**src/rtl/mfne_pkg.sv**
```systemverilog
package mfne_pkg;

    // widest supported time word; narrower times are zero-extended in a job
    localparam int TIME_W_MAX = 32;

    localparam logic [30:0] TICK_MAX     = 31'h7FFF_FFFF;
    localparam logic [15:0] RES_AT_RESET = 16'd480;
    localparam logic [7:0]  HDR_LEN      = 8'd6;
    localparam logic [27:0] BPM_NUM      = 28'd120000000;
    localparam logic [25:0] BPM_ZERO     = 26'd60000000;

    // error flag bits
    localparam logic [7:0] E_FILE_ID  = 8'h01;
    localparam logic [7:0] E_HDR_SIZE = 8'h02;
    localparam logic [7:0] E_RES      = 8'h04;
    localparam logic [7:0] E_TRACK_ID = 8'h08;
    localparam logic [7:0] E_EMPTY    = 8'h10;
    localparam logic [7:0] E_UNKNOWN  = 8'h20;
    localparam logic [7:0] E_NO_EVENT = 8'h40;
    localparam logic [7:0] E_NO_OFF   = 8'h80;

    // status nibbles
    localparam logic [3:0] ST_NOTE_OFF = 4'h8;
    localparam logic [3:0] ST_NOTE_ON  = 4'h9;
    localparam logic [3:0] ST_POLY     = 4'hA;
    localparam logic [3:0] ST_CTRL     = 4'hB;
    localparam logic [3:0] ST_PROG     = 4'hC;
    localparam logic [3:0] ST_CHPR     = 4'hD;
    localparam logic [3:0] ST_BEND     = 4'hE;
    localparam logic [3:0] ST_SYS      = 4'hF;

    // meta event types
    localparam logic [7:0] META_LAST_TEXT = 8'h07;
    localparam logic [7:0] META_EOT       = 8'h2F;
    localparam logic [7:0] META_TEMPO     = 8'h51;
    localparam logic [7:0] META_TIMESIG   = 8'h58;
    localparam logic [7:0] META_KEYSIG    = 8'h59;
    localparam logic [7:0] META_SEQSPEC   = 8'h7F;

    typedef enum logic [1:0] {
        JOB_NOTE    = 2'd0,
        JOB_TEMPO   = 2'd1,
        JOB_SUMMARY = 2'd2
    } t_job_kind;

    typedef struct packed {
        t_job_kind              kind;
        logic [TIME_W_MAX-1:0]  time_val;
        logic [7:0]             note;
        logic [7:0]             velocity;
        logic                   is_off;
        logic [15:0]            tpqn;
        logic [7:0]             flags;
        logic [7:0]             sig_num;
        logic [7:0]             sig_den;
        logic [15:0]            fmt;
        logic                   hdr_ok;
    } t_job;

    typedef struct packed {
        logic v0;
        logic v1;
        t_job j0;
        t_job j1;
    } t_push;

    typedef struct packed {
        logic        kind;
        logic [30:0] tick;
        logic [7:0]  note;
        logic [7:0]  velocity;
        logic        is_note_off;
        logic [7:0]  error_flags;
        logic [7:0]  time_sig_num;
        logic [7:0]  time_sig_den_exp;
        logic [25:0] bpm;
        logic [30:0] end_tick;
        logic [15:0] file_format;
        logic        last;
    } t_result;

    function automatic logic [7:0] hdr_id_byte(input logic [1:0] p);
        logic [7:0] r;
        case (p)
            2'd0:    r = 8'h4D;
            2'd1:    r = 8'h54;
            2'd2:    r = 8'h68;
            default: r = 8'h64;
        endcase
        return r;
    endfunction

    function automatic logic [7:0] trk_id_byte(input logic [1:0] p);
        logic [7:0] r;
        case (p)
            2'd0:    r = 8'h4D;
            2'd1:    r = 8'h54;
            2'd2:    r = 8'h72;
            default: r = 8'h6B;
        endcase
        return r;
    endfunction

endpackage

```
**src/rtl/mfne_in_if.sv**
```systemverilog
interface mfne_in_if;
    logic       valid;
    logic       ready;
    logic [7:0] file_byte;
    logic       end_of_file;

    modport source(output valid, output file_byte, output end_of_file, input ready);
    modport sink(input valid, input file_byte, input end_of_file, output ready);
endinterface

```
**src/rtl/mfne_out_if.sv**
```systemverilog
interface mfne_out_if;
    logic        valid;
    logic        ready;
    logic        kind;
    logic [30:0] tick;
    logic [7:0]  note;
    logic [7:0]  velocity;
    logic        is_note_off;
    logic [7:0]  error_flags;
    logic [7:0]  time_sig_num;
    logic [7:0]  time_sig_den_exp;
    logic [25:0] bpm;
    logic [30:0] end_tick;
    logic [15:0] file_format;
    logic        last;

    modport source(output valid, output kind, output tick, output note, output velocity,
                   output is_note_off, output error_flags, output time_sig_num,
                   output time_sig_den_exp, output bpm, output end_tick,
                   output file_format, output last, input ready);
    modport sink(input valid, input kind, input tick, input note, input velocity,
                 input is_note_off, input error_flags, input time_sig_num,
                 input time_sig_den_exp, input bpm, input end_tick,
                 input file_format, input last, output ready);
endinterface

```
**src/rtl/mfne_queue.sv**
```systemverilog
module mfne_queue
    import mfne_pkg::*;
(
    input  logic       i_clk,
    input  logic       i_rst_n,
    input  t_push      i_push,
    input  logic       i_pop,
    output t_job       o_head,
    output logic       o_avail,
    output logic       o_space,
    output logic [2:0] o_level
);
    t_job       r_mem [4];
    logic [1:0] r_wp;
    logic [1:0] r_rp;
    logic [2:0] r_cnt;
    logic [2:0] n_cnt;

    // count pushes and pops of this cycle
    always_comb begin
        n_cnt = r_cnt + 3'(i_push.v0) + 3'(i_push.v1) - 3'(i_pop);
    end

    // store up to two jobs per cycle
    always_ff @(posedge i_clk) begin
        if (i_push.v0) begin
            r_mem[r_wp] <= i_push.j0;
        end
        if (i_push.v1) begin
            r_mem[r_wp + 2'd1] <= i_push.j1;
        end
    end

    // advance pointers
    always_ff @(posedge i_clk) begin
        if (!i_rst_n) begin
            r_wp  <= '0;
            r_rp  <= '0;
            r_cnt <= '0;
        end else begin
            r_wp  <= r_wp + 2'(i_push.v0) + 2'(i_push.v1);
            r_rp  <= r_rp + 2'(i_pop);
            r_cnt <= n_cnt;
        end
    end

    assign o_head  = r_mem[r_rp];
    assign o_avail = (r_cnt != 3'd0);
    assign o_space = (r_cnt <= 3'd2);
    assign o_level = r_cnt;
endmodule

```
**src/rtl/mfne_front.sv**
```systemverilog
module mfne_front
    import mfne_pkg::*;
#(
    parameter int TIME_WIDTH = 32
) (
    input  logic        i_clk,
    input  logic        i_rst_n,
    input  logic [15:0] i_res,
    input  logic        i_space,
    mfne_in_if.sink     i_in,
    output t_push       o_push
);
    typedef enum logic [11:0] {
        PH_HDR       = 12'h001,
        PH_TRKHDR    = 12'h002,
        PH_DELTA     = 12'h004,
        PH_STATUS    = 12'h008,
        PH_NOTE_KEY  = 12'h010,
        PH_NOTE_VEL  = 12'h020,
        PH_SKIP      = 12'h040,
        PH_META_TYPE = 12'h080,
        PH_META_LEN  = 12'h100,
        PH_TEMPO     = 12'h200,
        PH_EOT       = 12'h400,
        PH_DONE      = 12'h800
    } t_phase;

    t_phase                r_phase, n_phase;
    logic [3:0]            r_pos, n_pos;
    logic [15:0]           r_tpqn, n_tpqn;
    logic [15:0]           r_total, n_total;
    logic [15:0]           r_done, n_done;
    logic [15:0]           r_fmt, n_fmt;
    logic [31:0]           r_left, n_left;
    logic [TIME_WIDTH-1:0] r_abs, n_abs;
    logic [TIME_WIDTH-1:0] r_delta, n_delta;
    logic [7:0]            r_rs, n_rs;
    logic [7:0]            r_cur, n_cur;
    logic [7:0]            r_pend, n_pend;
    logic [7:0]            r_skip, n_skip;
    logic [23:0]           r_tempo, n_tempo;
    logic                  r_cap, n_cap;
    logic                  r_hok, n_hok;
    logic                  r_any, n_any;
    logic [7:0]            r_err, n_err;
    logic [7:0]            r_num, n_num;
    logic [7:0]            r_den, n_den;

    logic       w_acc;
    logic [7:0] w_b;
    logic [7:0] w_cs;
    logic       w_off;
    logic       do_evt;
    logic       do_trk;
    t_job       w_job;
    t_job       w_sum;

    assign w_acc      = i_in.valid && i_space;
    assign w_b        = i_in.file_byte;
    assign i_in.ready = i_space;

    // parse one byte and build the jobs it causes
    always_comb begin
        n_phase = r_phase; n_pos = r_pos; n_tpqn = r_tpqn; n_total = r_total;
        n_done = r_done; n_fmt = r_fmt; n_left = r_left; n_abs = r_abs;
        n_delta = r_delta; n_rs = r_rs; n_cur = r_cur; n_pend = r_pend;
        n_skip = r_skip; n_tempo = r_tempo; n_cap = r_cap; n_hok = r_hok;
        n_any = r_any; n_err = r_err; n_num = r_num; n_den = r_den;
        do_evt = 1'b0;
        do_trk = 1'b0;
        w_cs   = w_b[7] ? w_b : r_rs;
        w_off  = (r_cur[7:4] == ST_NOTE_OFF);
        w_job  = '0;
        w_sum  = '0;
        o_push = '0;
        if (w_acc) begin
            // count down track bytes inside a track body
            if ((r_phase == PH_DELTA || r_phase == PH_STATUS || r_phase == PH_NOTE_KEY ||
                 r_phase == PH_NOTE_VEL || r_phase == PH_SKIP || r_phase == PH_META_TYPE ||
                 r_phase == PH_META_LEN || r_phase == PH_TEMPO || r_phase == PH_EOT) &&
                r_left != 32'd0) begin
                n_left = r_left - 32'd1;
            end
            unique case (r_phase)
                PH_HDR: begin
                    if (r_pos < 4'd4 && w_b != hdr_id_byte(r_pos[1:0])) begin
                        n_err   = r_err | E_FILE_ID;
                        n_phase = PH_DONE;
                    end else if (r_pos == 4'd7 && w_b != HDR_LEN) begin
                        n_err   = r_err | E_HDR_SIZE;
                        n_phase = PH_DONE;
                    end else begin
                        if (r_pos == 4'd7) n_hok = 1'b1;
                        if (r_pos == 4'd8 || r_pos == 4'd9) n_fmt = {r_fmt[7:0], w_b};
                        if (r_pos == 4'd10 || r_pos == 4'd11) n_total = {r_total[7:0], w_b};
                        if (r_pos == 4'd12 || r_pos == 4'd13) n_tpqn = {r_tpqn[7:0], w_b};
                        if (r_pos == 4'd13) begin
                            if (n_tpqn != i_res) n_err = r_err | E_RES;
                            n_pos   = '0;
                            n_phase = (r_total == 16'd0) ? PH_DONE : PH_TRKHDR;
                        end else begin
                            n_pos = r_pos + 4'd1;
                        end
                    end
                end
                PH_TRKHDR: begin
                    if (r_pos < 4'd4 && w_b != trk_id_byte(r_pos[1:0])) begin
                        n_err   = r_err | E_TRACK_ID | E_EMPTY;
                        n_phase = PH_DONE;
                    end else begin
                        if (r_pos >= 4'd4) n_left = {r_left[23:0], w_b};
                        if (r_pos == 4'd7) begin
                            n_abs   = '0;
                            n_delta = '0;
                            if (n_left == 32'd0) begin
                                n_err  = r_err | E_EMPTY;
                                do_trk = 1'b1;
                            end else begin
                                n_phase = PH_DELTA;
                            end
                        end else begin
                            n_pos = r_pos + 4'd1;
                        end
                    end
                end
                PH_DELTA: begin
                    n_delta = {r_delta[TIME_WIDTH-8:0], 7'b0} + TIME_WIDTH'(w_b[6:0]);
                    if (!w_b[7]) begin
                        n_abs   = r_abs + n_delta;
                        n_delta = '0;
                        n_phase = PH_STATUS;
                    end
                end
                PH_STATUS: begin
                    n_cur = w_cs;
                    case (w_cs[7:4])
                        ST_NOTE_ON, ST_NOTE_OFF: begin
                            n_rs = w_cs;
                            if (w_b[7]) begin
                                n_phase = PH_NOTE_KEY;
                            end else begin
                                n_pend  = w_b;
                                n_phase = PH_NOTE_VEL;
                            end
                        end
                        ST_POLY, ST_CTRL, ST_BEND: begin
                            n_rs    = w_cs;
                            n_skip  = w_b[7] ? 8'd2 : 8'd1;
                            n_phase = PH_SKIP;
                        end
                        ST_PROG, ST_CHPR: begin
                            n_rs = w_cs;
                            if (w_b[7]) begin
                                n_skip  = 8'd1;
                                n_phase = PH_SKIP;
                            end else begin
                                do_evt = 1'b1;
                            end
                        end
                        ST_SYS: begin
                            n_rs    = '0;
                            n_phase = PH_META_TYPE;
                        end
                        default: begin
                            n_err  = r_err | E_UNKNOWN;
                            do_evt = 1'b1;
                        end
                    endcase
                end
                PH_NOTE_KEY: begin
                    n_pend  = w_b;
                    n_phase = PH_NOTE_VEL;
                end
                PH_NOTE_VEL: begin
                    w_job.kind     = JOB_NOTE;
                    w_job.time_val = TIME_W_MAX'(r_abs);
                    w_job.note     = r_pend;
                    w_job.velocity = w_off ? 8'd0 : w_b;
                    w_job.is_off   = w_off;
                    w_job.tpqn     = r_tpqn;
                    o_push.v0      = 1'b1;
                    o_push.j0      = w_job;
                    n_any          = 1'b1;
                    do_evt         = 1'b1;
                end
                PH_SKIP: begin
                    if (r_cap && r_skip == 8'd4) n_num = w_b;
                    if (r_cap && r_skip == 8'd3) n_den = w_b;
                    n_skip = r_skip - 8'd1;
                    if (n_skip == 8'd0) begin
                        n_cap  = 1'b0;
                        do_evt = 1'b1;
                    end
                end
                PH_META_TYPE: begin
                    if (w_b == META_TIMESIG) begin
                        n_cap   = 1'b1;
                        n_phase = PH_META_LEN;
                    end else if (w_b == META_TEMPO) begin
                        n_skip  = 8'd4;
                        n_tempo = '0;
                        n_phase = PH_TEMPO;
                    end else if (w_b <= META_LAST_TEXT || w_b == META_KEYSIG ||
                                 w_b == META_SEQSPEC) begin
                        n_cap   = 1'b0;
                        n_phase = PH_META_LEN;
                    end else if (w_b == META_EOT) begin
                        if (n_left == 32'd0) do_trk = 1'b1;
                        else n_phase = PH_EOT;
                    end else begin
                        do_evt = 1'b1;
                    end
                end
                PH_META_LEN: begin
                    if (w_b != 8'd4) n_cap = 1'b0;
                    if (w_b == 8'd0) begin
                        n_cap  = 1'b0;
                        do_evt = 1'b1;
                    end else begin
                        n_skip  = w_b;
                        n_phase = PH_SKIP;
                    end
                end
                PH_TEMPO: begin
                    n_skip = r_skip - 8'd1;
                    if (n_skip < 8'd3) n_tempo = {r_tempo[15:0], w_b};
                    if (n_skip == 8'd0) begin
                        w_job.kind     = JOB_TEMPO;
                        w_job.time_val = TIME_W_MAX'(n_tempo);
                        o_push.v0      = 1'b1;
                        o_push.j0      = w_job;
                        do_evt         = 1'b1;
                    end
                end
                PH_EOT: begin
                    if (n_left == 32'd0) do_trk = 1'b1;
                end
                PH_DONE: begin
                end
            endcase
            // close the event, then the track when its bytes are used up
            if (do_evt) begin
                if (n_left == 32'd0) do_trk = 1'b1;
                else n_phase = PH_DELTA;
            end
            if (do_trk) begin
                n_done = r_done + 16'd1;
                if (n_any || n_done >= r_total) begin
                    n_phase = PH_DONE;
                end else begin
                    n_phase = PH_TRKHDR;
                    n_pos   = '0;
                end
            end
            // queue the summary after any event and restart for the next file
            if (i_in.end_of_file) begin
                w_sum.kind    = JOB_SUMMARY;
                w_sum.flags   = n_err;
                w_sum.sig_num = n_num;
                w_sum.sig_den = n_den;
                w_sum.fmt     = n_fmt;
                w_sum.hdr_ok  = n_hok;
                if (o_push.v0) begin
                    o_push.v1 = 1'b1;
                    o_push.j1 = w_sum;
                end else begin
                    o_push.v0 = 1'b1;
                    o_push.j0 = w_sum;
                end
                n_phase = PH_HDR; n_pos = '0; n_tpqn = '0; n_total = '0;
                n_done = '0; n_fmt = '0; n_left = '0; n_abs = '0;
                n_delta = '0; n_rs = '0; n_cur = '0; n_pend = '0;
                n_skip = '0; n_tempo = '0; n_cap = 1'b0; n_hok = 1'b0;
                n_any = 1'b0; n_err = '0; n_num = '0; n_den = '0;
            end
        end
    end

    always_ff @(posedge i_clk) begin
        if (!i_rst_n) begin
            r_phase <= PH_HDR; r_pos <= '0; r_tpqn <= '0; r_total <= '0;
            r_done <= '0; r_fmt <= '0; r_left <= '0; r_abs <= '0;
            r_delta <= '0; r_rs <= '0; r_cur <= '0; r_pend <= '0;
            r_skip <= '0; r_tempo <= '0; r_cap <= 1'b0; r_hok <= 1'b0;
            r_any <= 1'b0; r_err <= '0; r_num <= '0; r_den <= '0;
        end else begin
            r_phase <= n_phase; r_pos <= n_pos; r_tpqn <= n_tpqn; r_total <= n_total;
            r_done <= n_done; r_fmt <= n_fmt; r_left <= n_left; r_abs <= n_abs;
            r_delta <= n_delta; r_rs <= n_rs; r_cur <= n_cur; r_pend <= n_pend;
            r_skip <= n_skip; r_tempo <= n_tempo; r_cap <= n_cap; r_hok <= n_hok;
            r_any <= n_any; r_err <= n_err; r_num <= n_num; r_den <= n_den;
        end
    end
endmodule

```
**src/rtl/mfne_back.sv**
```systemverilog
module mfne_back
    import mfne_pkg::*;
#(
    parameter int TIME_WIDTH = 32
) (
    input  logic        i_clk,
    input  logic        i_rst_n,
    input  logic [15:0] i_res,
    input  t_job        i_head,
    input  logic        i_avail,
    output logic        o_pop,
    mfne_out_if.source  o_out
);
    localparam int DW    = TIME_WIDTH + 16;
    localparam int STEPS = (DW + 3) / 4;
    localparam int PADW  = STEPS * 4;
    localparam int DVW   = 25;
    localparam int RW    = DVW + 1;
    localparam int CW    = $clog2(STEPS + 1);

    typedef enum logic [3:0] {
        S_IDLE = 4'b0001,
        S_MUL  = 4'b0010,
        S_DIV  = 4'b0100,
        S_FIN  = 4'b1000
    } t_state;

    t_state          r_state;
    t_job            r_job;
    logic [PADW-1:0] r_dq;
    logic [RW-1:0]   r_rem;
    logic [DVW-1:0]  r_div;
    logic [CW-1:0]   r_step;
    logic [25:0]     r_bpm;
    logic [1:0]      r_cnt;
    logic [30:0]     r_last_on;
    logic [30:0]     r_last_off;
    logic [30:0]     r_trim;
    logic            r_tv;
    logic            r_out_valid;
    t_result         r_out;

    logic [PADW-1:0] w_dq;
    logic [RW-1:0]   w_rem;
    logic [RW-1:0]   w_try;
    logic [DW-1:0]   w_prod;
    logic [30:0]     w_tick;
    logic            w_sat;
    logic            w_free;
    logic            w_fire;
    t_result         w_res;
    logic [7:0]      w_flags;
    logic [30:0]     w_end;

    // four restoring division steps per cycle
    always_comb begin
        w_dq  = r_dq;
        w_rem = r_rem;
        w_try = '0;
        for (int k = 0; k < 4; k++) begin
            w_try = {w_rem[RW-2:0], w_dq[PADW-1]};
            w_dq  = {w_dq[PADW-2:0], 1'b0};
            if (w_try >= {1'b0, r_div}) begin
                w_rem    = w_try - {1'b0, r_div};
                w_dq[0]  = 1'b1;
            end else begin
                w_rem = w_try;
            end
        end
    end

    assign w_prod = DW'(r_job.time_val[TIME_WIDTH-1:0]) * DW'(i_res);
    assign w_sat  = (r_job.tpqn == 16'd0) || (|r_dq[PADW-1:31]);
    assign w_tick = w_sat ? TICK_MAX : r_dq[30:0];
    assign w_free = !r_out_valid || o_out.ready;
    assign w_fire = (r_state == S_FIN) && w_free;
    assign o_pop  = (r_state == S_IDLE) && i_avail;

    // form the result of the finished job
    always_comb begin
        w_res   = '0;
        w_flags = r_job.flags;
        w_end   = '0;
        if (r_job.kind == JOB_SUMMARY) begin
            if (r_job.hdr_ok) begin
                if (r_cnt == 2'd0) begin
                    w_flags = w_flags | E_NO_EVENT;
                end else if (r_last_off < r_last_on) begin
                    w_flags = w_flags | E_NO_OFF;
                    if (r_cnt == 2'd1 || !r_tv) w_flags = w_flags | E_NO_EVENT;
                    else w_end = r_trim;
                end else begin
                    w_end = r_last_on;
                end
            end
            w_res.kind             = 1'b1;
            w_res.error_flags      = w_flags;
            w_res.time_sig_num     = r_job.sig_num;
            w_res.time_sig_den_exp = r_job.sig_den;
            w_res.bpm              = r_bpm;
            w_res.end_tick         = w_end;
            w_res.file_format      = r_job.fmt;
            w_res.last             = 1'b1;
        end else begin
            w_res.tick        = w_tick;
            w_res.note        = r_job.note;
            w_res.velocity    = r_job.velocity;
            w_res.is_note_off = r_job.is_off;
        end
    end

    // load the output when a job finishes, drop it once taken
    always_ff @(posedge i_clk) begin
        if (!i_rst_n) begin
            r_out_valid <= 1'b0;
        end else if (w_fire) begin
            r_out_valid <= 1'b1;
        end else if (o_out.ready) begin
            r_out_valid <= 1'b0;
        end
    end

    always_ff @(posedge i_clk) begin
        if (!i_rst_n) begin
            r_state     <= S_IDLE;
            r_bpm       <= '0;
            r_cnt       <= '0;
            r_last_on   <= '0;
            r_last_off  <= '0;
            r_trim      <= '0;
            r_tv        <= 1'b0;
            r_step      <= '0;
        end else begin
            unique case (r_state)
                S_IDLE: begin
                    if (i_avail) begin
                        r_job <= i_head;
                        case (i_head.kind)
                            JOB_NOTE: begin
                                r_state <= (i_head.tpqn == 16'd0) ? S_FIN : S_MUL;
                            end
                            JOB_TEMPO: begin
                                if (i_head.time_val[23:0] == 24'd0) begin
                                    if (r_bpm == 26'd0) r_bpm <= BPM_ZERO;
                                end else begin
                                    r_dq    <= PADW'(BPM_NUM + 28'(i_head.time_val[23:0]));
                                    r_div   <= {i_head.time_val[23:0], 1'b0};
                                    r_rem   <= '0;
                                    r_step  <= '0;
                                    r_state <= S_DIV;
                                end
                            end
                            default: r_state <= S_FIN;
                        endcase
                    end
                end
                S_MUL: begin
                    r_dq    <= PADW'(w_prod);
                    r_div   <= DVW'(r_job.tpqn);
                    r_rem   <= '0;
                    r_step  <= '0;
                    r_state <= S_DIV;
                end
                S_DIV: begin
                    r_dq   <= w_dq;
                    r_rem  <= w_rem;
                    r_step <= r_step + CW'(1);
                    if (r_step == CW'(STEPS - 1)) begin
                        if (r_job.kind == JOB_TEMPO) begin
                            if (r_bpm == 26'd0) r_bpm <= w_dq[25:0];
                            r_state <= S_IDLE;
                        end else begin
                            r_state <= S_FIN;
                        end
                    end
                end
                S_FIN: begin
                    if (w_free) begin
                        r_out       <= w_res;
                        r_state     <= S_IDLE;
                        if (r_job.kind == JOB_SUMMARY) begin
                            r_bpm      <= '0;
                            r_cnt      <= '0;
                            r_last_on  <= '0;
                            r_last_off <= '0;
                            r_trim     <= '0;
                            r_tv       <= 1'b0;
                        end else begin
                            if (r_job.is_off || r_job.velocity == 8'd0) begin
                                r_last_off <= w_tick;
                                r_trim     <= w_tick;
                                r_tv       <= 1'b1;
                            end else if (w_tick <= r_last_off) begin
                                r_trim <= w_tick;
                                r_tv   <= 1'b1;
                            end
                            if (!r_job.is_off) r_last_on <= w_tick;
                            if (r_cnt != 2'd2) r_cnt <= r_cnt + 2'd1;
                        end
                    end
                end
            endcase
        end
    end

    assign o_out.valid            = r_out_valid;
    assign o_out.kind             = r_out.kind;
    assign o_out.tick             = r_out.tick;
    assign o_out.note             = r_out.note;
    assign o_out.velocity         = r_out.velocity;
    assign o_out.is_note_off      = r_out.is_note_off;
    assign o_out.error_flags      = r_out.error_flags;
    assign o_out.time_sig_num     = r_out.time_sig_num;
    assign o_out.time_sig_den_exp = r_out.time_sig_den_exp;
    assign o_out.bpm              = r_out.bpm;
    assign o_out.end_tick         = r_out.end_tick;
    assign o_out.file_format      = r_out.file_format;
    assign o_out.last             = r_out.last;
endmodule

```
**src/rtl/midi_file_note_extractor_core.sv**
```systemverilog
// Standard MIDI file note extractor. File bytes enter one per transaction on i_in; each
// note message yields a note transaction on o_out with its tick rescaled to the
// configured resolution, and the byte flagged end_of_file yields a summary transaction
// (error flags, time signature, first tempo in bpm, end tick, format) after which a new
// file may begin. The parser takes one byte per cycle as long as its four-entry job
// queue has two free slots. Each note with a nonzero file resolution then passes
// through the back end as one multiply, a radix-2 divider retiring four quotient bits
// per cycle, and a finish step; a tempo takes at most the divide, a summary only the
// finish, and the back end takes its next job only when done. That divider sets the
// sustained rate for note-dense input; other bytes flow at one per cycle while the queue
// has room. Write target_resolution on i_cfg_wr_en / i_cfg_wr_data only while the block is idle.
module midi_file_note_extractor_core
    import mfne_pkg::*;
#(
    parameter int TIME_WIDTH = 32
) (
    input  logic        i_clk,
    input  logic        i_rst_n,
    input  logic        i_cfg_wr_en,
    input  logic [15:0] i_cfg_wr_data,
    mfne_in_if.sink     i_in,
    mfne_out_if.source  o_out
);
    logic [15:0] r_target_res;
    t_push       w_push;
    t_job        w_head;
    logic        w_avail;
    logic        w_space;
    logic        w_pop;
    logic [2:0]  w_level;

    // hold the resolution register
    always_ff @(posedge i_clk) begin
        if (!i_rst_n) begin
            r_target_res <= RES_AT_RESET;
        end else if (i_cfg_wr_en) begin
            r_target_res <= i_cfg_wr_data;
        end
    end

    mfne_front #(.TIME_WIDTH(TIME_WIDTH)) u_front (
        .i_clk   (i_clk),
        .i_rst_n (i_rst_n),
        .i_res   (r_target_res),
        .i_space (w_space),
        .i_in    (i_in),
        .o_push  (w_push)
    );

    mfne_queue u_queue (
        .i_clk   (i_clk),
        .i_rst_n (i_rst_n),
        .i_push  (w_push),
        .i_pop   (w_pop),
        .o_head  (w_head),
        .o_avail (w_avail),
        .o_space (w_space),
        .o_level (w_level)
    );

    mfne_back #(.TIME_WIDTH(TIME_WIDTH)) u_back (
        .i_clk   (i_clk),
        .i_rst_n (i_rst_n),
        .i_res   (r_target_res),
        .i_head  (w_head),
        .i_avail (w_avail),
        .o_pop   (w_pop),
        .o_out   (o_out)
    );

`ifndef SYNTHESIS
    a_queue_bound: assert property (@(posedge i_clk) disable iff (!i_rst_n)
        w_level <= 3'd4)
        else $error("job queue overflow");

    a_summary_last: assert property (@(posedge i_clk) disable iff (!i_rst_n)
        o_out.valid |-> (o_out.last == o_out.kind))
        else $error("last flag differs from summary kind");

    a_summary_clean: assert property (@(posedge i_clk) disable iff (!i_rst_n)
        (o_out.valid && o_out.kind) |-> (o_out.tick == 31'd0 && o_out.note == 8'd0))
        else $error("summary carries note fields");
`endif
endmodule
```
**src/flat_wrapper.sv**
```systemverilog
// flat-port wrapper written by rule: the top's interface ports become plain ports
module midi_file_note_extractor_core_flat import mfne_pkg::*;
#(
    parameter int TIME_WIDTH = 32
)
  (i_clk, i_rst_n, i_cfg_wr_en, i_cfg_wr_data, i_in_valid, i_in_file_byte, i_in_end_of_file, i_in_ready, o_out_valid, o_out_kind, o_out_tick, o_out_note, o_out_velocity, o_out_is_note_off, o_out_error_flags, o_out_time_sig_num, o_out_time_sig_den_exp, o_out_bpm, o_out_end_tick, o_out_file_format, o_out_last, o_out_ready);
  mfne_in_if i_in_i ();
  mfne_out_if o_out_i ();
  input  logic i_clk;
  input  logic i_rst_n;
  input  logic i_cfg_wr_en;
  input  logic [15:0] i_cfg_wr_data;
  input wire logic [$bits(i_in_i.valid)-1:0] i_in_valid;
  input wire logic [$bits(i_in_i.file_byte)-1:0] i_in_file_byte;
  input wire logic [$bits(i_in_i.end_of_file)-1:0] i_in_end_of_file;
  output wire logic [$bits(i_in_i.ready)-1:0] i_in_ready;
  output wire logic [$bits(o_out_i.valid)-1:0] o_out_valid;
  output wire logic [$bits(o_out_i.kind)-1:0] o_out_kind;
  output wire logic [$bits(o_out_i.tick)-1:0] o_out_tick;
  output wire logic [$bits(o_out_i.note)-1:0] o_out_note;
  output wire logic [$bits(o_out_i.velocity)-1:0] o_out_velocity;
  output wire logic [$bits(o_out_i.is_note_off)-1:0] o_out_is_note_off;
  output wire logic [$bits(o_out_i.error_flags)-1:0] o_out_error_flags;
  output wire logic [$bits(o_out_i.time_sig_num)-1:0] o_out_time_sig_num;
  output wire logic [$bits(o_out_i.time_sig_den_exp)-1:0] o_out_time_sig_den_exp;
  output wire logic [$bits(o_out_i.bpm)-1:0] o_out_bpm;
  output wire logic [$bits(o_out_i.end_tick)-1:0] o_out_end_tick;
  output wire logic [$bits(o_out_i.file_format)-1:0] o_out_file_format;
  output wire logic [$bits(o_out_i.last)-1:0] o_out_last;
  input wire logic [$bits(o_out_i.ready)-1:0] o_out_ready;
  assign i_in_i.valid = i_in_valid;
  assign i_in_i.file_byte = i_in_file_byte;
  assign i_in_i.end_of_file = i_in_end_of_file;
  assign i_in_ready = i_in_i.ready;
  assign o_out_valid = o_out_i.valid;
  assign o_out_kind = o_out_i.kind;
  assign o_out_tick = o_out_i.tick;
  assign o_out_note = o_out_i.note;
  assign o_out_velocity = o_out_i.velocity;
  assign o_out_is_note_off = o_out_i.is_note_off;
  assign o_out_error_flags = o_out_i.error_flags;
  assign o_out_time_sig_num = o_out_i.time_sig_num;
  assign o_out_time_sig_den_exp = o_out_i.time_sig_den_exp;
  assign o_out_bpm = o_out_i.bpm;
  assign o_out_end_tick = o_out_i.end_tick;
  assign o_out_file_format = o_out_i.file_format;
  assign o_out_last = o_out_i.last;
  assign o_out_i.ready = o_out_ready;
  midi_file_note_extractor_core #(.TIME_WIDTH(TIME_WIDTH)) u_core (.i_clk(i_clk), .i_rst_n(i_rst_n), .i_cfg_wr_en(i_cfg_wr_en), .i_cfg_wr_data(i_cfg_wr_data), .i_in(i_in_i), .o_out(o_out_i));
endmodule
```
**config.mk**
```make
export PLATFORM = sky130hd
export DESIGN_NAME = midi_file_note_extractor_core_flat
export DESIGN_NICKNAME = d
export VERILOG_FILES = /design/src/rtl/mfne_pkg.sv /design/src/rtl/mfne_in_if.sv /design/src/rtl/mfne_out_if.sv /design/src/rtl/mfne_queue.sv /design/src/rtl/mfne_front.sv /design/src/rtl/mfne_back.sv /design/src/rtl/midi_file_note_extractor_core.sv /design/src/flat_wrapper.sv
export SDC_FILE = /design/constraint.sdc
export NUM_CORES = 2
export LEC_CHECK = 0
export BUFFER_PORTS_ARGS = -buffer_cell sky130_fd_sc_hd__buf_2
export CAP_MARGIN = 20
export CORE_ASPECT_RATIO = 1.4
export CORE_MARGIN = 10
export CORE_UTILIZATION = 50
export DETAILED_ROUTE_END_ITERATION = 10
export PLACE_DENSITY_LB_ADDON = 0.2
export SYNTH_ARGS = -nofsm -noshare
export SYNTH_HDL_FRONTEND = slang
export SYNTH_SLANG_ARGS = --single-unit
```
**constraint.sdc**
```tcl
create_clock -name i_clk -period 15 [get_ports i_clk]
set_input_delay 1.5 -clock i_clk [delete_from_list [all_inputs] [get_ports i_clk]]
set_output_delay 1.5 -clock i_clk [all_outputs]
set_load 0.05 [all_outputs]
```
Word level (Yosys, flattened, before mapping)
Memories as Yosys holds them, arrays and structs flattened. A register that Yosys moved wholly into a read port is not among the register bits.
Index checks and enable logic that the tools add are counted.
{"block": "classes", "add_sub_neg": 20, "multipliers": 1, "order_cmp": 12, "eq_ne": 79, "n_mux": 234, "n_bitwise": 2, "reduce_logical": 93}
{"operator": "2-to-1 mux 32 bit", "count": 14}
{"operator": "2-to-1 mux 218 bit", "count": 2}
{"operator": "2-to-1 mux 16 bit", "count": 21}
{"operator": "2-to-1 mux 31 bit", "count": 10}
{"operator": "2-to-1 mux 25 bit", "count": 12}
{"operator": "2-to-1 mux 12 bit", "count": 20}
{"operator": "2-to-1 mux 26 bit", "count": 9}
{"operator": "2-to-1 mux 8 bit", "count": 28}
{"operator": "2-to-1 mux 108 bit", "count": 2}
{"operator": "case mux 107 bit (2 select lines)", "count": 1}
{"operator": "2-to-1 mux 48 bit", "count": 3}
{"operator": "case mux 48 bit (3 select lines)", "count": 1}
{"operator": "2-to-1 mux 107 bit", "count": 1}
{"operator": ">= comparator 26 x 25 -> 1 bit", "count": 4}
{"operator": "case mux 25 bit (2 select lines)", "count": 2}
{"operator": "subtractor 25 bit", "count": 4}
{"operator": "zero test 32 bit", "count": 3}
{"operator": "2-to-1 mux 24 bit", "count": 4}
{"operator": "case mux 12 bit (7 select lines)", "count": 1}
{"operator": "case mux 26 bit (3 select lines)", "count": 1}
{"operator": "case mux 25 bit (3 select lines)", "count": 1}
{"operator": "equality test 4 bit (second input constant)", "count": 17}
{"operator": "2-to-1 mux 4 bit", "count": 17}
{"operator": "case mux 32 bit (2 select lines)", "count": 1}
{"operator": "other kinds (93)", "count": 262}
{"block": "word_totals", "regBits": 759, "mem_bits_rw": 432, "inputBits": 30, "output_inout_bits": 149, "n_memories": 1}
{"memory": "u_core.u_queue.r_mem", "words": 4, "width": 108, "rd": 1, "rd_ports_with_merged_regs": 1, "write_ports": 2, "line_no": "mfne_queue.sv:13", "rtl": "t_job r_mem [4];"}

Logic depth before layout (Yosys ltp)
{"block": "logic_depth", "depth_word": 27, "ltp_mapped": 59}

Cells and area by module
Synthesis repeated with hierarchy kept, for this count alone.
{"block": "unflattened", "hier_cells": 8093, "area_unflattened_um2": 82095.0}
{"mod": "mfne_back", "n_inst": 1, "cells_per_inst": 4540, "area_each_um2": 42662.2, "seq_area_each_um2": 13192.7}
{"mod": "mfne_queue", "n_inst": 1, "cells_per_inst": 1086, "area_each_um2": 21264.1, "seq_area_each_um2": 13112.6}
{"mod": "mfne_front", "n_inst": 1, "cells_per_inst": 2416, "area_each_um2": 17563.1, "seq_area_each_um2": 4844.6}
{"mod": "midi_file_note_extractor_core", "n_inst": 1, "cells_per_inst": 51, "area_each_um2": 605.6, "seq_area_each_um2": 320.3}

Worst setup path before layout
Ideal clock, no wire load.
{"block": "synth_path", "path_type": "reg2reg", "startpoint": "register u_core.u_back.r_div[0]", "endpoint": "register u_core.u_back.r_rem[2] (data pin)", "arrival_ns": 12.083, "required_time_ns": 14.744, "setup_slack_ns": 2.661, "stages_incl_launch_ff": 58, "synth_period_minus_slack_ns": 12.339, "cell_sequence": "edfxtp_1 -> ha_1 -> inv_1 -> fa_1 -> a211oi_1 -> o21ai_0 -> nand3_1 -> a2111oi_0 -> and4b_1 -> nor4_1 -> or2_2 -> clkbuf_1 -> clkbuf_1 -> clkbuf_1 -> o21ai_0 -> o21ai_0 -> inv_1 -> ha_1 -> [... 22 more ...] -> clkbuf_1 -> clkbuf_1 -> mux2i_1 -> fa_1 -> a21oi_1 -> o22ai_1 -> o41ai_1 -> a31oi_1 -> o22ai_1 -> o221ai_1 -> a211oi_1 -> a21oi_1 -> a211o_1 -> a221oi_1 -> o211a_2 -> buf_2 -> nor3_1 -> a31o_2"}
{"block": "synth_between", "elab_chain_cells": 9}
{"item": "start: declaration", "line_no": "mfne_back.sv:32", "rtl": "logic [DVW-1:0] r_div;"}
{"item": "start signal: assignment", "line_no": "mfne_back.sv:147", "rtl": "r_div <= {i_head.time_val[23:0], 1'b0};"}
{"item": "start signal: assignment", "line_no": "mfne_back.sv:159", "rtl": "r_div <= DVW'(r_job.tpqn);"}
{"item": "subtractor 25 bit / >= comparator 26 x 25 -> 1 bit (equally long branches)", "line_no": "mfne_back.sv:64, mfne_back.sv:63"}
{"item": "2-to-1 mux 25 bit", "line_no": "mfne_back.sv:63", "rtl": "if (w_try >= {1'b0, r_div}) begin"}
{"item": "subtractor 25 bit / >= comparator 26 x 25 -> 1 bit (equally long branches)", "line_no": "mfne_back.sv:64, mfne_back.sv:63"}
{"item": "2-to-1 mux 25 bit", "line_no": "mfne_back.sv:63"}
{"item": ">= comparator 26 x 25 -> 1 bit / subtractor 25 bit (equally long branches)", "line_no": "mfne_back.sv:63, mfne_back.sv:64"}
{"item": "2-to-1 mux 25 bit", "line_no": "mfne_back.sv:63"}
{"item": "subtractor 25 bit / >= comparator 26 x 25 -> 1 bit (equally long branches)", "line_no": "mfne_back.sv:64, mfne_back.sv:63"}
{"item": "2-to-1 mux 25 bit (*)", "line_no": "mfne_back.sv:63"}
{"item": "case mux 25 bit (3 select lines) (*)", "line_no": "mfne_back.sv:134", "rtl": "unique case (r_state)"}
{"item": "end signal: assignment", "line_no": "mfne_back.sv:166", "rtl": "r_rem <= w_rem;"}
{"item": "end: declaration", "line_no": "mfne_back.sv:31", "rtl": "logic [RW-1:0] r_rem;"}
Every way passes the cells marked *; elsewhere a longest branch is shown, timed or not.
A chain may end at the register's enable or synchronous reset.

Worst setup path after layout
{"block": "layout_path", "startpoint": "register u_core.u_back.r_div[1]", "endpoint": "register u_core.u_back.r_rem[2] (data pin)"}
Same word-level chain as after synthesis.

==> results.toml <==
[die]
floorplan.initialDensity_pct = 50.3
die_x_um = 344
num_io_pins = 179
row_count = 166
die-area_mm2 = 0.163
core_area_mm2 = 0.146
die_h_um = 474

[critical_path]
worst-endpoint-arrival_ps = 14420
setup.worst_path.end_class = "flop"
timing.critical_path.mode_cell = "a21oi_1"
worstPathRequired_ps = 15510
critical-path-max-stage-delay_ps = 550
r2r_cells = 53
crit_path_start_kind = "flop"
timing.setup.critical_path_class = "flop to flop"
critPathSlowestCell = "a2111oi_0"
cp_max_fanout = 34

[detailed_routing]
drt_wl_total_mm = 221
drtIter0Drc = 4409
detail_route.vias_per_cell = 5.87
detail_route.first_pass.iterations = 7
drc_violations_left = 0
number_of_nets_with_antenna_violations_after_detailed_routing = 0
routedWlPerCell_um = 22.4
dr_total_vias = 57757

[clocking]
clk_latency_ps = 790
post_cts.repair.setup_buffers = 0
clock_tree_from_tritoncts = "done"
cts_buffers = 113
clockRootBuffer = "clkbuf_16"
holdBufCountCts = 0
ctsLongestPathBuffers = 3
tritoncts_num_sinks = 1170
cts_htree_levels = 3
ctsResizeCount = 0
clkSlewWorstSetupHoldPaths_ps = 70

[timing]
hold_slack_ps = 447
grt_setup_unrepaired = "no"
setup_viol_count_final = 0
min_period_ps = 13900
timing_worst_slew_pin_value_ps = 1080
layout_worst_path_cycle_share_pct = 92.7
hold_violations = 0
fmax_mhz = 71.9
worst_slew_slack_as_a_fraction_of_its_limit_pct = 27.8
finClkSkew_ps = 73.9
final_count_of_pins_violating_max_slew = 0
final.setup.tns_ps = 0

[placed_design]
dpl.cell_count = 9612
io_buffer_count = 178
place.gp.congestion = 0.994
dp_hpwl_mm = 155

[global_route]
vias_in_the_first_global_route = 58695
grt_first_pass_wirelength_mm = 341
antenna_found_initial = 10
global_route.usage.total_pct = 26.7
largest_net_degree_at_the_start_of_global_routing = 94
overflow = 0

[synth]
cell_variety_after_synth = 96
async_reset_ff_share_pct = 0
synthTopCellsByArea = "edfxtp_1 21%, dfxtp_1 18%, fa_1 12%"
synth_seq_cells = 1170
synthCells = 7851
mappedNetlistNets = 8653
yosysTopAreaCell = "edfxtp_1"
yosys_warnings = 0
syn_area_mm2 = 0.0736
synth.yosys.seq_area_share_pct = 38.8
synth_edf_count = 510
synth_largest_type_area_fraction_pct = 20.8
synth_top_flop_cell = "dfxtp_1"
syn_avg_cell_area_um2 = 9.37

[finish]
instances_no_fill = 9834
nFillCells = 13071
utilization_pct = 55.0
layout_common_cells = "1076 x nand2_1, 840 x nor2_1, 651 x dfxtp_1, 614 x inv_1, 510 x edfxtp_1"
mostFrequentLayoutCell = "nand2_1"
layout-drive-gt1-share_pct = 9.29
area.growth.synth_to_final_pct = 9.31
storage_element_area_mm2 = 0.0285
multi_input_comb_area_mm2 = 0.0411
nNetsFinal = 8601

[flow_run]
drv_cap = 0

[outcome]
status = "completed"

[min_path]
hold_path_depth = 2
min_path_type = "flop to flop"
==> worst paths after layout <==
kind                          startpoint                           to  slack, ps
max reg2reg       u_core.u_back.r_div[1]       u_core.u_back.r_rem[2]       1100
min reg2reg  u_core.u_queue.r_mem[2][99]  u_core.u_queue.r_mem[2][99]        450
min          u_core.u_queue.r_mem[2][99]  u_core.u_queue.r_mem[2][99]        450
max               u_core.u_back.r_div[1]       u_core.u_back.r_rem[2]       1100
==> metrics by stage <==
step           setup slack (ps)  cell area, um2
3_3_place_gp               1210           76100
6_report                   1100           80400
3_5_place_dp               1050           76200
5_1_grt                     322           80400
4_1_cts                     996           80400
2_1_floorplan              2660           73600
==> cells by family (layout without fill, tap and decap cells) <==
group                    count (synthesis)  after routing  synth area share, %
buffers and inverters                 1080           1128                 5.59
flip-flops                            1170           1170                 38.8
AO/OA/AOI/OAI                         1480           1480                 12.4
other                                    0              3                    0
multiplexers                           280            280                 5.64
AND/OR/NAND/NOR                       2850           2850                 17.5
adder cells (fa/ha/maj)                772            772                 17.5
XOR/XNOR                               219            219                 2.61
==> registers in the layout, indices dropped and copies added (netlist names), 26 cells and up <==
signal                        count
u_core.u_back.o_out.bpm          26
u_core.u_back.o_out.end_tick     31
u_core.u_back.o_out.tick         31
u_core.u_back.r_bpm              26
u_core.u_back.r_dq               48
u_core.u_back.r_job             106
u_core.u_back.r_last_off         31
u_core.u_back.r_last_on          31
u_core.u_back.r_trim             31
u_core.u_front.r_abs             32
u_core.u_front.r_left            32
u_core.u_queue.r_mem            424
==> worst max-delay path, delay by kind of cell (launching register included) <==
family,cells,cell delay [ps]
AOI/OAI and AO/OA,29,7340
and+or+nand+nor,11,2470
buffers and inverters,7,1490
adders and majority gates,4,1480
muxes,2,500
DFF,1,350
==> area by class of cell <==
type / instances / share of cell area, %
multi-input cells: 5601 / 51.1
flip-flops and latches: 1170 / 35.5
clock buffers: 139 / 3.94
well taps: 1932 / 3.01
inverters: 618 / 2.89
repair buffers: 295 / 2.23
clock inverters: 76 / 1.31
diodes: 3 / 0.00933
==> metal layers <==
metal	GRT usage (%)	share of wire, %	vias up
met4	13.5	5.5	2
li1	-	-	26719
met2	47.5	50	1958
met3	3.31	5.7	547
met5	0	0.0063	-
met1	31.4	38	28531
==> synth_stat cells (29+ instances only) <==
master and n:
buf_1 34, nor2b_1 56, nor2_1 842, ha_1 346, and3_1 46, edfxtp_1 510, nand4_1 45, o21a_1 33
or2_2 47, a21oi_1 399, nand2_1 1080, nor4_1 67, nor3_1 88, clkbuf_1 410, inv_1 617, or3_1 29
o31ai_1 35, a31oi_1 29, xor2_1 93, mux4_2 106, xnor2_1 126, a211oi_1 35, mux2i_1 155, dfxtp_1 660
nand3_1 161, and2_1 243, o21ai_0 497, a22oi_1 116, a21o_1 94, nand2b_1 57, fa_1 426, a22o_1 44
Power is not shown: default switching activity piles up to over one toggle a cycle in this logic, so the estimate is an artifact.
